==> config.mk <==
export PLATFORM = sky130hd
export DESIGN_NAME = fvnh_div
export DESIGN_NICKNAME = d
export VERILOG_FILES = /design/src/rtl/fvnh_pkg.sv /design/src/rtl/fvnh_div.sv
export SDC_FILE = /design/constraint.sdc
export NUM_CORES = 1
export LEC_CHECK = 0
export ABC_AREA = 1
export BUFFER_PORTS_ARGS = -buffer_cell sky130_fd_sc_hd__buf_4
export CAP_MARGIN = 20
export CORE_ASPECT_RATIO = 1.5
export CORE_MARGIN = 2
export CORE_UTILIZATION = 56
export DETAILED_ROUTE_END_ITERATION = 6
export HOLD_SLACK_MARGIN = 0.1
export PLACE_DENSITY_LB_ADDON = 0.12
export SETUP_SLACK_MARGIN = 0.4
export SYNTH_ARGS = -nofsm -noshare
export SYNTH_HDL_FRONTEND = slang
export SYNTH_SLANG_ARGS = --single-unit
==> constraint.sdc <==
create_clock -name clock -period 2.6 [get_ports clock]
set_input_delay 0.13 -clock clock [delete_from_list [all_inputs] [get_ports clock]]
set_output_delay 0.13 -clock clock [all_outputs]
set_load 0.05 [all_outputs]
==> src/rtl/fvnh_pkg.sv <==
// Shared types and constants for the fractal value-noise height core.
package fvnh_pkg;

   // fixed-point and table geometry
   localparam int FRAC_BITS  = 16;
   localparam int TABLE_SIZE = 256;
   localparam int TABLE_AW   = 8;
   localparam int ENTRY_W    = 8;
   localparam int NOISE_W    = ENTRY_W + FRAC_BITS;
   localparam int HEIGHT_W   = 8;

   // register widths and reset values
   localparam int FREQ_W     = 16;
   localparam int OCT_REG_W  = 4;
   localparam int MAXH_W     = 8;
   localparam int CSR_AW     = 2;
   localparam int CSR_DW     = 16;
   localparam logic [FREQ_W-1:0]    FREQ_RESET = 16'd3277;
   localparam logic [OCT_REG_W-1:0] OCT_RESET  = 4'd1;
   localparam logic [MAXH_W-1:0]    MAXH_RESET = 8'd20;

   // register indexes
   localparam logic [CSR_AW-1:0] CSR_FREQUENCY  = 2'd0;
   localparam logic [CSR_AW-1:0] CSR_OCTAVES    = 2'd1;
   localparam logic [CSR_AW-1:0] CSR_MAX_HEIGHT = 2'd2;

   // request kinds
   localparam logic ACT_COMPUTE = 1'b0;
   localparam logic ACT_LOAD    = 1'b1;

   // pipeline depths
   localparam int LANE_LAT   = 5;
   localparam int DIV_STAGES = HEIGHT_W;

   // result buffer
   localparam int FIFO_DEPTH = 32;
   localparam int FIFO_AW    = 5;
   localparam int FIFO_CW    = 6;

   // table write broadcast to every table copy
   typedef struct packed {
      logic                en;
      logic [TABLE_AW-1:0] addr;
      logic [ENTRY_W-1:0]  data;
   } tbl_wr_type;

endpackage

==> src/rtl/fvnh_div.sv <==
// Pipelined restoring divider: sum*max_height over (2^n-1) << 24, one quotient bit a stage.
module fvnh_div #(
   parameter int PROD_W      = 40,
   parameter int MAX_OCTAVES = 8
) (
   input  logic                          clock,
   input  logic [PROD_W-1:0]             dividend,
   input  logic [MAX_OCTAVES-1:0]        dmask,
   output logic [fvnh_pkg::HEIGHT_W-1:0] quotient
);
   import fvnh_pkg::*;

   logic [PROD_W-1:0]   rem_ff [DIV_STAGES];
   logic [HEIGHT_W-1:0] q_ff   [DIV_STAGES];

   for (genvar i = 0; i < DIV_STAGES; i++) begin : g_stage
      logic [PROD_W-1:0]   rem_in, cmp;
      logic [HEIGHT_W-1:0] q_in;
      logic                take;
      if (i == 0) begin : g_first
         assign rem_in = dividend;
         assign q_in   = '0;
      end else begin : g_next
         assign rem_in = rem_ff[i-1];
         assign q_in   = q_ff[i-1];
      end
      // divisor aligned to quotient bit HEIGHT_W-1-i
      assign cmp  = PROD_W'(dmask) << (FRAC_BITS + ENTRY_W + DIV_STAGES - 1 - i);
      assign take = rem_in >= cmp;
      always_ff @(posedge clock) begin
         rem_ff[i] <= take ? rem_in - cmp : rem_in;
         q_ff[i]   <= {q_in[HEIGHT_W-2:0], take};
      end
   end

   assign quotient = q_ff[DIV_STAGES-1];

endmodule
Yosys cells after proc, flatten, opt, wreduce, memory -nomap -nowiden. Memory sizes are Yosys's and may differ from the RTL's. Index checks and enable logic that the tools add are counted.

Add/sub/neg operators: 8. Magnitude comparators: 8. Muxes and demuxes: 8.

Operators by type and width (number): $mux 40 (8); $ge 40x32->1 (1); $ge 40x33->1 (1); $ge 40x34->1 (1); $ge 40x35->1 (1); $ge 40x36->1 (1); $ge 40x37->1 (1); $ge 40x38->1 (1); $ge 40x39->1 (1); $sub 40x32->40 (1); $sub 40x33->40 (1); $sub 40x34->40 (1); $sub 40x35->40 (1); $sub 40x36->40 (1); $sub 40x37->40 (1); $sub 40x38->40 (1); $sub 40x39->40 (1).

Flip-flop bits (word level): 0. Memory bits (writable): 384. Word-level logic and storage cells: 26. Memories kept: 2.

Memories: rem_ff (words 8, width 40, read ports 7, clocked after Yosys merged registers in 0, wr ports 8, line fvnh_div.sv:13) `logic [PROD_W-1:0] rem_ff [DIV_STAGES];`; q_ff (words 8, width 8, read ports 8, clocked after Yosys merged registers in 0, wr ports 8, line fvnh_div.sv:14) `logic [HEIGHT_W-1:0] q_ff [DIV_STAGES];`.

Depth between registers and ports, before layout. Gate-level depths: netlist (run 1). An unclocked memory read counts as a cell.

Word-level depth: 3. Gate-level depth with buffers: 13. Gate-level depth less buffers: 12.

Worst setup path after synthesis (run 1). No wires, ideal clock.

Path kind: flip-flop to flip-flop. From: memory rem_ff[3][27]. To: memory rem_ff[4][35]. Library setup time: 0.115 ns. Arrival time: 1.699 ns. Required time: 2.485 ns. Slack: 0.786 ns. Cell stages (with the launch flop): 9. Path buffers: 0. Period minus slack after synthesis: 1.814 ns. Cell sequence: dfxtp_1 -> inv_1 -> ha_1 -> fa_1 -> o21ai_0 -> nand2_1 -> nand3_1 -> nand2_1 -> and2_1.

RTL lines (line): from (decl) (fvnh_div.sv:13).

==> impl_metrics.yaml, run 1 <==
clock_network:
  cts_buffers: 28
  clk_latency_ns: 0.56
  cts_tree: "done"
  clock-sinks: 316
  h-tree-depth: 1
  clock_tree.root_cell: "clkbuf_16"
  clk_pin_slew_worst_paths_ns: 0.07
  clockBufferDepth: 3
drt:
  ant_nets: 0
  post_drt_wl_per_cell_um: 14.4
  initialDrtViolationCount: 399
  dr_total_vias: 9777
  drcViolationCount: 0
  viasPerCell: 4.96
  wl_um: 28500
  dr.pass1.iters: 7
worst_setup_path:
  crit_type: "input port to flop"
  cp_data_required_time_ns: 3.02
  crit_arrival_ns: 2.49
  path_max_fanout: 11
  worst_setup_path_end_kind: "flop"
  cp-start-kind: "input port"
global_route:
  gr-usage-all-layers_pct: 24.6
  grt_pass1_vias: 10100
  grt_pass1_wl_um: 47000
  grt_overflow: 0
  grt_max_degree: 18
  grt_antenna_before_repair: 0
floorplanning:
  die-width_um: 126
  coreArea_mm2: 0.0218
  core.rowCount: 66
  ios: 57
  die_h_um: 187
  die_area_mm2: 0.0235
  initial_utilization_pct: 57.2
finish:
  antenna_cells: 0
  stdcell_area_mm2: 0.0148
  fill_cells: 1849
  final_cell_mix: "nand2_1, dfxtp_1, nor2_1, inv_1, nand3_1"
  final_common_cell: "nand2_1"
  final_nets: 1797
  area_delta_synth_final_pct: 18.7
  drive_gt1_share_pct: 10.8
sta:
  timing.hold.ws_ns: 0.215
  period_minus_slack_ns: 2.07
  setup_tns_ns: 0
  maxSlewViolCount: 0
  finalCritPeriodShare_pct: 79.5
  finalClockSkew_ns: 0.0414
  finalSetupViolations: 0
  rsz0062_at_grt: "no"
  max_freq_mhz: 484
  slew_headroom_pct: 65.9
  worstMarginPinSlew_ns: 0.512
  hold_viol_final: 0
synthesis:
  netlist_area_mm2: 0.0125
  synthMuxAreaShare_pct: 0
  ys_seq_area_share_pct: 50.7
  synth_cell_types: 36
  synth_compound_area_share_pct: 2.64
  synth_top_family_by_area: "simple AND/OR/NAND/NOR gates"
  yosys_register_bits: 316
  syn_area_per_cell_um2: 8.12
  yosys.area_share.simple_pct: 30.4
  ys_warn_count: 0
  synth_flop_cell: "dfxtp_1"
  synthAdderAreaFrac_pct: 7.54
  syn_nets: 1656
  postSynth.asyncResetShare_pct: 0
  synth_edf_count: 0
  synthCells: 1536
  synthXorXnorAreaFrac_pct: 2.39
run_status:
  status: "finished clean"
placed_design:
  place.gp.congestion: 0.916
  dp_hpwl_um: 21700
  place.port_buffers: 56
  dpl-instance-area_mm2: 0.0133
worst_hold_path:
  hold_class: "input port to flop"
pwr:
  p_leak_uw: 0.00739
  p_per_area_mw_per_mm2: 1120
  peakVddDrop_v: 0.000702
flow_run:
  cap_viol_max_count: 0
[synth_stat cells (2+ instances only)]
| master | count | area, um^2 |
|---|---|---|
| nand2_1 | 432 | 1620 |
| dfxtp_1 | 316 | 6330 |
| nor2_1 | 197 | 739 |
| inv_1 | 186 | 698 |
| nand3_1 | 120 | 601 |
| ha_1 | 64 | 801 |
| nand4_1 | 42 | 263 |
| a21oi_1 | 27 | 135 |
| xor2_1 | 27 | 236 |
| nand2_2 | 18 | 113 |
| o21ai_0 | 13 | 65.1 |
| nor2_2 | 12 | 75.1 |
| nor3_1 | 9 | 45.0 |
| nor4_1 | 8 | 50.1 |
| fa_1 | 7 | 140 |
| nand3b_1 | 7 | 52.6 |
| xnor2_1 | 7 | 61.3 |
| and2_1 | 5 | 31.3 |
| nor2_4 | 5 | 56.3 |
| buf_6 | 4 | 45.0 |
| inv_2 | 4 | 15.0 |
| a21oi_2 | 3 | 26.3 |
| a21oi_4 | 3 | 48.8 |
| nand3_4 | 3 | 52.6 |
| o21bai_1 | 3 | 22.5 |
| a21o_1 | 2 | 15.0 |
| buf_4 | 2 | 15.0 |
| nand3b_4 | 2 | 40.0 |
[critical path, cell delays in order]
cell and delay, ns:
dlygate4sd3_1 0.54, buf_6 0.19, clkinvlp_4 0.23, fa_1 0.57
inv_1 0.11, nor3_1 0.06, nor2_2 0.12, nand2_1 0.29
nand2_1 0.16, nand2_1 0.06
[metal layers]
layer  global-route usage (%)  routed length (um)
met1                     23.8               10300
met2                     49.8               15800
met3                     2.78                 824
met4                     12.5                1580
met5                        0                   0
[power by group]
part           switching, uW  total [uW]  internal (uW)
Clock                   1800        4550           2750
Sequential               548        6380           5830
Combinational           3540        5650           2110
Total                   5890       16600          10700
[area by class of cell]
cell class | count | area [um^2] | share of cell area [%]
clock inverters | 16 | 267 | 1.80
repair buffers | 117 | 1000 | 6.75
repair inverters | 1 | 7.51 | 0.0507
multi-input cells | 1023 | 5370 | 36.2
inverters | 190 | 717 | 4.84
well taps | 272 | 340 | 2.30
clock buffers | 35 | 787 | 5.31
flip-flops and latches | 316 | 6330 | 42.7
[path summary, 6_finish.rpt]
check,slack [ns],endpoint,depth (start not counted),start
setup / recovery,0.53,rem_ff[1][36]$_DFF_P_,10,dmask[1]
hold / removal,0.22,rem_ff[0][25]$_DFF_P_,2,dividend[25]
setup reg to reg,0.55,rem_ff[6][33]$_DFF_P_,11,rem_ff[5][25]$_DFF_P_
hold reg to reg,0.30,q_ff[1][12]$_DFF_P_,0,q_ff[1][3]$_DFF_P_
[stage by stage]
step / power (uW) / std cells / setup WS [ns] / util [%]
2_1_floorplan: 10700 / 1536 / 0.786 / -
5_1_grt: 17800 / 1970 / 0.427 / 67.9
3_5_place_dp: 12000 / 1871 / 0.415 / 60.9
4_1_cts: 16600 / 1964 / 0.408 / 67.6
3_3_place_gp: 11900 / 1871 / 0.425 / 60.9
6_report: 16600 / 1970 / 0.534 / 67.9
[logic make-up (layout without fill, tap and decap cells)]
| kind of cell | Yosys count | count (layout) |
|---|---|---|
| AOI/OAI and AO/OA | 53 | 53 |
| xor gates and xnor gates | 34 | 34 |
| adders and majority gates | 71 | 71 |
| buffers and inverters | 197 | 359 |
| DFF | 316 | 316 |
| and+or+nand+nor | 865 | 865 |
[what timing repair did]
action                                 CTS  global route
setup endpoints to repair                0            59
endpoints found under the hold margin   44             0
resized for setup                        0             7
hold buffers                            42             0
buffers inserted                         0             5
[registers in the layout (all words and copies together) (netlist names)]
name and count:
q_ff 36, rem_ff 280
(Power assumes the default switching activity.)
==> run 2, diff against run 1 <==
--- a/config.mk
+++ b/config.mk
@@ -5,7 +5,7 @@
 export SDC_FILE = /design/constraint.sdc
 export NUM_CORES = 1
 export LEC_CHECK = 0
-export ABC_AREA = 1
+export ABC_AREA = 0
 export BUFFER_PORTS_ARGS = -buffer_cell sky130_fd_sc_hd__buf_4
 export CAP_MARGIN = 20
 export CORE_ASPECT_RATIO = 1.5
==> constraint.sdc (replaced) <==
create_clock -name clock -period 2.1 [get_ports clock]
set_input_delay 0.105 -clock clock [delete_from_list [all_inputs] [get_ports clock]]
set_output_delay 0.105 -clock clock [all_outputs]
set_load 0.05 [all_outputs]
==> impl_metrics.yaml, run 2 <==
finish:
  reg_top3: "rem_ff (280), q_ff (36)"
  fin_cells: 1577
  area_delta_synth_final_pct: 52.3
  largest_reg_flops: 280
  final_cell_mix: "dfxtp_1, buf_4, nor4_1, dlygate4sd3_1, nor2_1"
  regMostFlops: "rem_ff"
  drive_gt1_share_pct: 44.3
  final_nets: 1424
  fill_cells: 801
  final_common_cell: "dfxtp_1"
synthesis:
  ys_warn_count: 0
  yosys-top-cells-count: "dfxtp_1, ha_1, nor2_1"
  synthCells: 952
  yosys-top-cells-area: "dfxtp_1, ha_1, nor4_1"
  synth_area_leader_cell: "dfxtp_1"
  synth_flop_cell: "dfxtp_1"
  synth_top_area_share_pct: 59.3
  postSynth.asyncResetShare_pct: 0
  syn_area_per_cell_um2: 11.2
  netlist_area_mm2: 0.0107
  yosys_register_bits: 316
  ys_seq_area_share_pct: 59.3
  syn_nets: 1072
  yosysMostFrequentCell: "dfxtp_1"
  synth_cell_types: 59
  synth_edf_count: 0
global_route:
  grt_overflow: 0
  grt_max_degree: 17
  grt_pass1_wl_um: 46100
  grt_pass1_vias: 9321
  gr-usage-all-layers_pct: 29.0
  grt_antenna_before_repair: 1
sta:
  slew_headroom_pct: 46.4
  finalSetupViolations: 55
  max_freq_mhz: 383
  worstMarginPinSlew_ns: 0.798
  period_minus_slack_ns: 2.61
  maxSlewViolCount: 0
  hold_viol_final: 0
  rsz0062_at_grt: "yes"
  finalClockSkew_ns: 0.0141
  finalCritPeriodShare_pct: 124
  fin_ws_ns: -0.513
drt:
  ant_nets: 0
  viasPerCell: 5.90
  post_drt_wl_per_cell_um: 22.9
  drcViolationCount: 0
  wl_um: 36100
  initialDrtViolationCount: 701
  dr.pass1.iters: 7
  dr_total_vias: 9303
worst_setup_path:
  crit_arrival_ns: 3.06
  crit_family: "simple AND/OR/NAND/NOR gates"
  crit_chain: "nor4_2 -> nand3_2 -> nor3_1 -> buf_4 -> or4b_4 -> buf_8 -> buf_12 -> nor2_4 -> a21oi_2"
  critPathMaxStageDelay_ns: 0.74
  worst_setup_path_end_kind: "flop"
  crit_type: "flop to flop"
  crit_buf_inv: 3
  cp_data_required_time_ns: 2.54
  slowest_stage: "nor4_2"
  path_max_fanout: 6
  cp-start-kind: "flop"
floorplanning:
  coreArea_mm2: 0.0186
  die_h_um: 173
  die-width_um: 117
  ios: 57
  die_area_mm2: 0.0202
  initial_utilization_pct: 57.3
  core.rowCount: 61
pwr:
  p_per_area_mw_per_mm2: 1380
  design_power_total_uw: 22400
  p_leak_uw: 0.00684
  peakVddDrop_v: 0.00115
placed_design:
  place.gp.congestion: 0.851
  dp_hpwl_um: 17100
  place.port_buffers: 56
  post-place-cells: 1418
worst_hold_path:
  hold_class: "input port to flop"
flow_run:
  cap_viol_max_count: 0
clock_network:
  clock_tree.root_cell: "clkbuf_16"
  clk_pin_slew_worst_paths_ns: 0.07
  cts_tree: "done"
  clk_latency_ns: 0.55
  clock-sinks: 316
  h-tree-depth: 1
  clockBufferDepth: 3
  cts_buffers: 27
run_status:
  status: "finished, violations left"
  violations: "setup timing"
==> run 2: cell types whose count changed in the layout (fill, tap and decap cells not counted), moves of 23 or more <==
cell | before | now
dfxtp_1 | 316 | 291
dfxtp_2 | 0 | 23
nand4_1 | 42 | 18
ha_1 | 64 | 30
inv_1 | 185 | 21
buf_4 | 73 | 244
nand2_1 | 431 | 30
ha_4 | 0 | 33
buf_6 | 1 | 32
nor4_1 | 8 | 45
nor2_1 | 197 | 34
nand3_1 | 120 | 6
==> run 2: worst paths after layout <==
kind	start	endpoint	slack (ns)	cells after the start
max	rem_ff[2][18]$_DFF_P_	rem_ff[3][29]$_DFF_P_	-0.51	9
min	dividend[33]	rem_ff[0][33]$_DFF_P_	0.09	4
max reg2reg	rem_ff[2][18]$_DFF_P_	rem_ff[3][29]$_DFF_P_	-0.51	9
min reg2reg	q_ff[1][21]$_DFF_P_	q_ff[1][30]$_DFF_P_	0.32	0
==> run 2: routing by layer <==
| layer | wire [um] | vias up | global-route usage [%] |
|---|---|---|---|
| met3 | 1800 | 240 | 3.89 |
| met2 | 19400 | 470 | 57.3 |
| met1 | 11700 | 4469 | 28.0 |
| li1 | - | 4124 | - |
| met5 | 0 | - | 0 |
| met4 | 3200 | 0 | 14.6 |
==> run 2: metrics by stage <==
| stage | hold WS (ns) | worst slack, ns | utilization, % | TNS, ns | instance area (um^2) |
|---|---|---|---|---|---|
| floorplan | 0.133 | -0.346 | - | -4.88 | 11100 |
| global placement | 0.220 | -0.493 | 69.9 | -14.90 | 13000 |
| detailed placement | 0.220 | -0.548 | 69.9 | -17.36 | 13000 |
| CTS | 0.0283 | -0.385 | 83.6 | -3.00 | 15600 |
| global route | 0.109 | -0.603 | 87.2 | -14.87 | 16200 |
| finish | 0.0937 | -0.513 | 87.2 | -10.43 | 16200 |
==> run 2: kinds of logic after synthesis <==
kind of cell,after synthesis,share of synthesized area [%]
flops,316,59.3
simple gates,275,14.1
compound gates,179,10.4
fa+ha+maj,71,8.82
xor+xnor,50,4.18
buf+inv,47,1.67
mux,14,1.45
==> run 2: final cells by class <==
class / count / area (um^2) / area share (%)
Antenna cell: 1 / 2.50 / 0.0154
Clock buffer: 39 / 751 / 4.62
Multi-Input combinational cell: 589 / 5660 / 34.8
Tap cell: 252 / 315 / 1.94
Sequential cell: 316 / 6360 / 39.2
Clock inverter: 10 / 120 / 0.740
Inverter: 37 / 160 / 0.986
Timing Repair Buffer: 333 / 2870 / 17.7
==> run 2: power breakdown <==
group | total (uW) | internal (uW) | switching, uW
clock network | 5050 | 2750 | 2300
logic | 9270 | 4870 | 4400
registers | 8100 | 7180 | 917
total | 22400 | 14800 | 7610
==> run 2: tightest hold or removal path: cells and delay by family <==
kind | cells | cell delay (ns)
AO/OA/AOI/OAI | 1 | 0.15
XOR/XNOR | 1 | 0.07
adder cells (fa/ha/maj) | 1 | 0.16
buffers and inverters | 1 | 0.11
==> run 2: what timing repair did <==
action / CTS / global route
pin swaps: 89 / 42
hold buffers: 43 / 2
gates cloned: 1 / 0
resized for setup: 212 / 113
endpoints found under the hold margin: 43 / 3
setup buffers: 42 / 23
setup endpoints to repair: 83 / 92
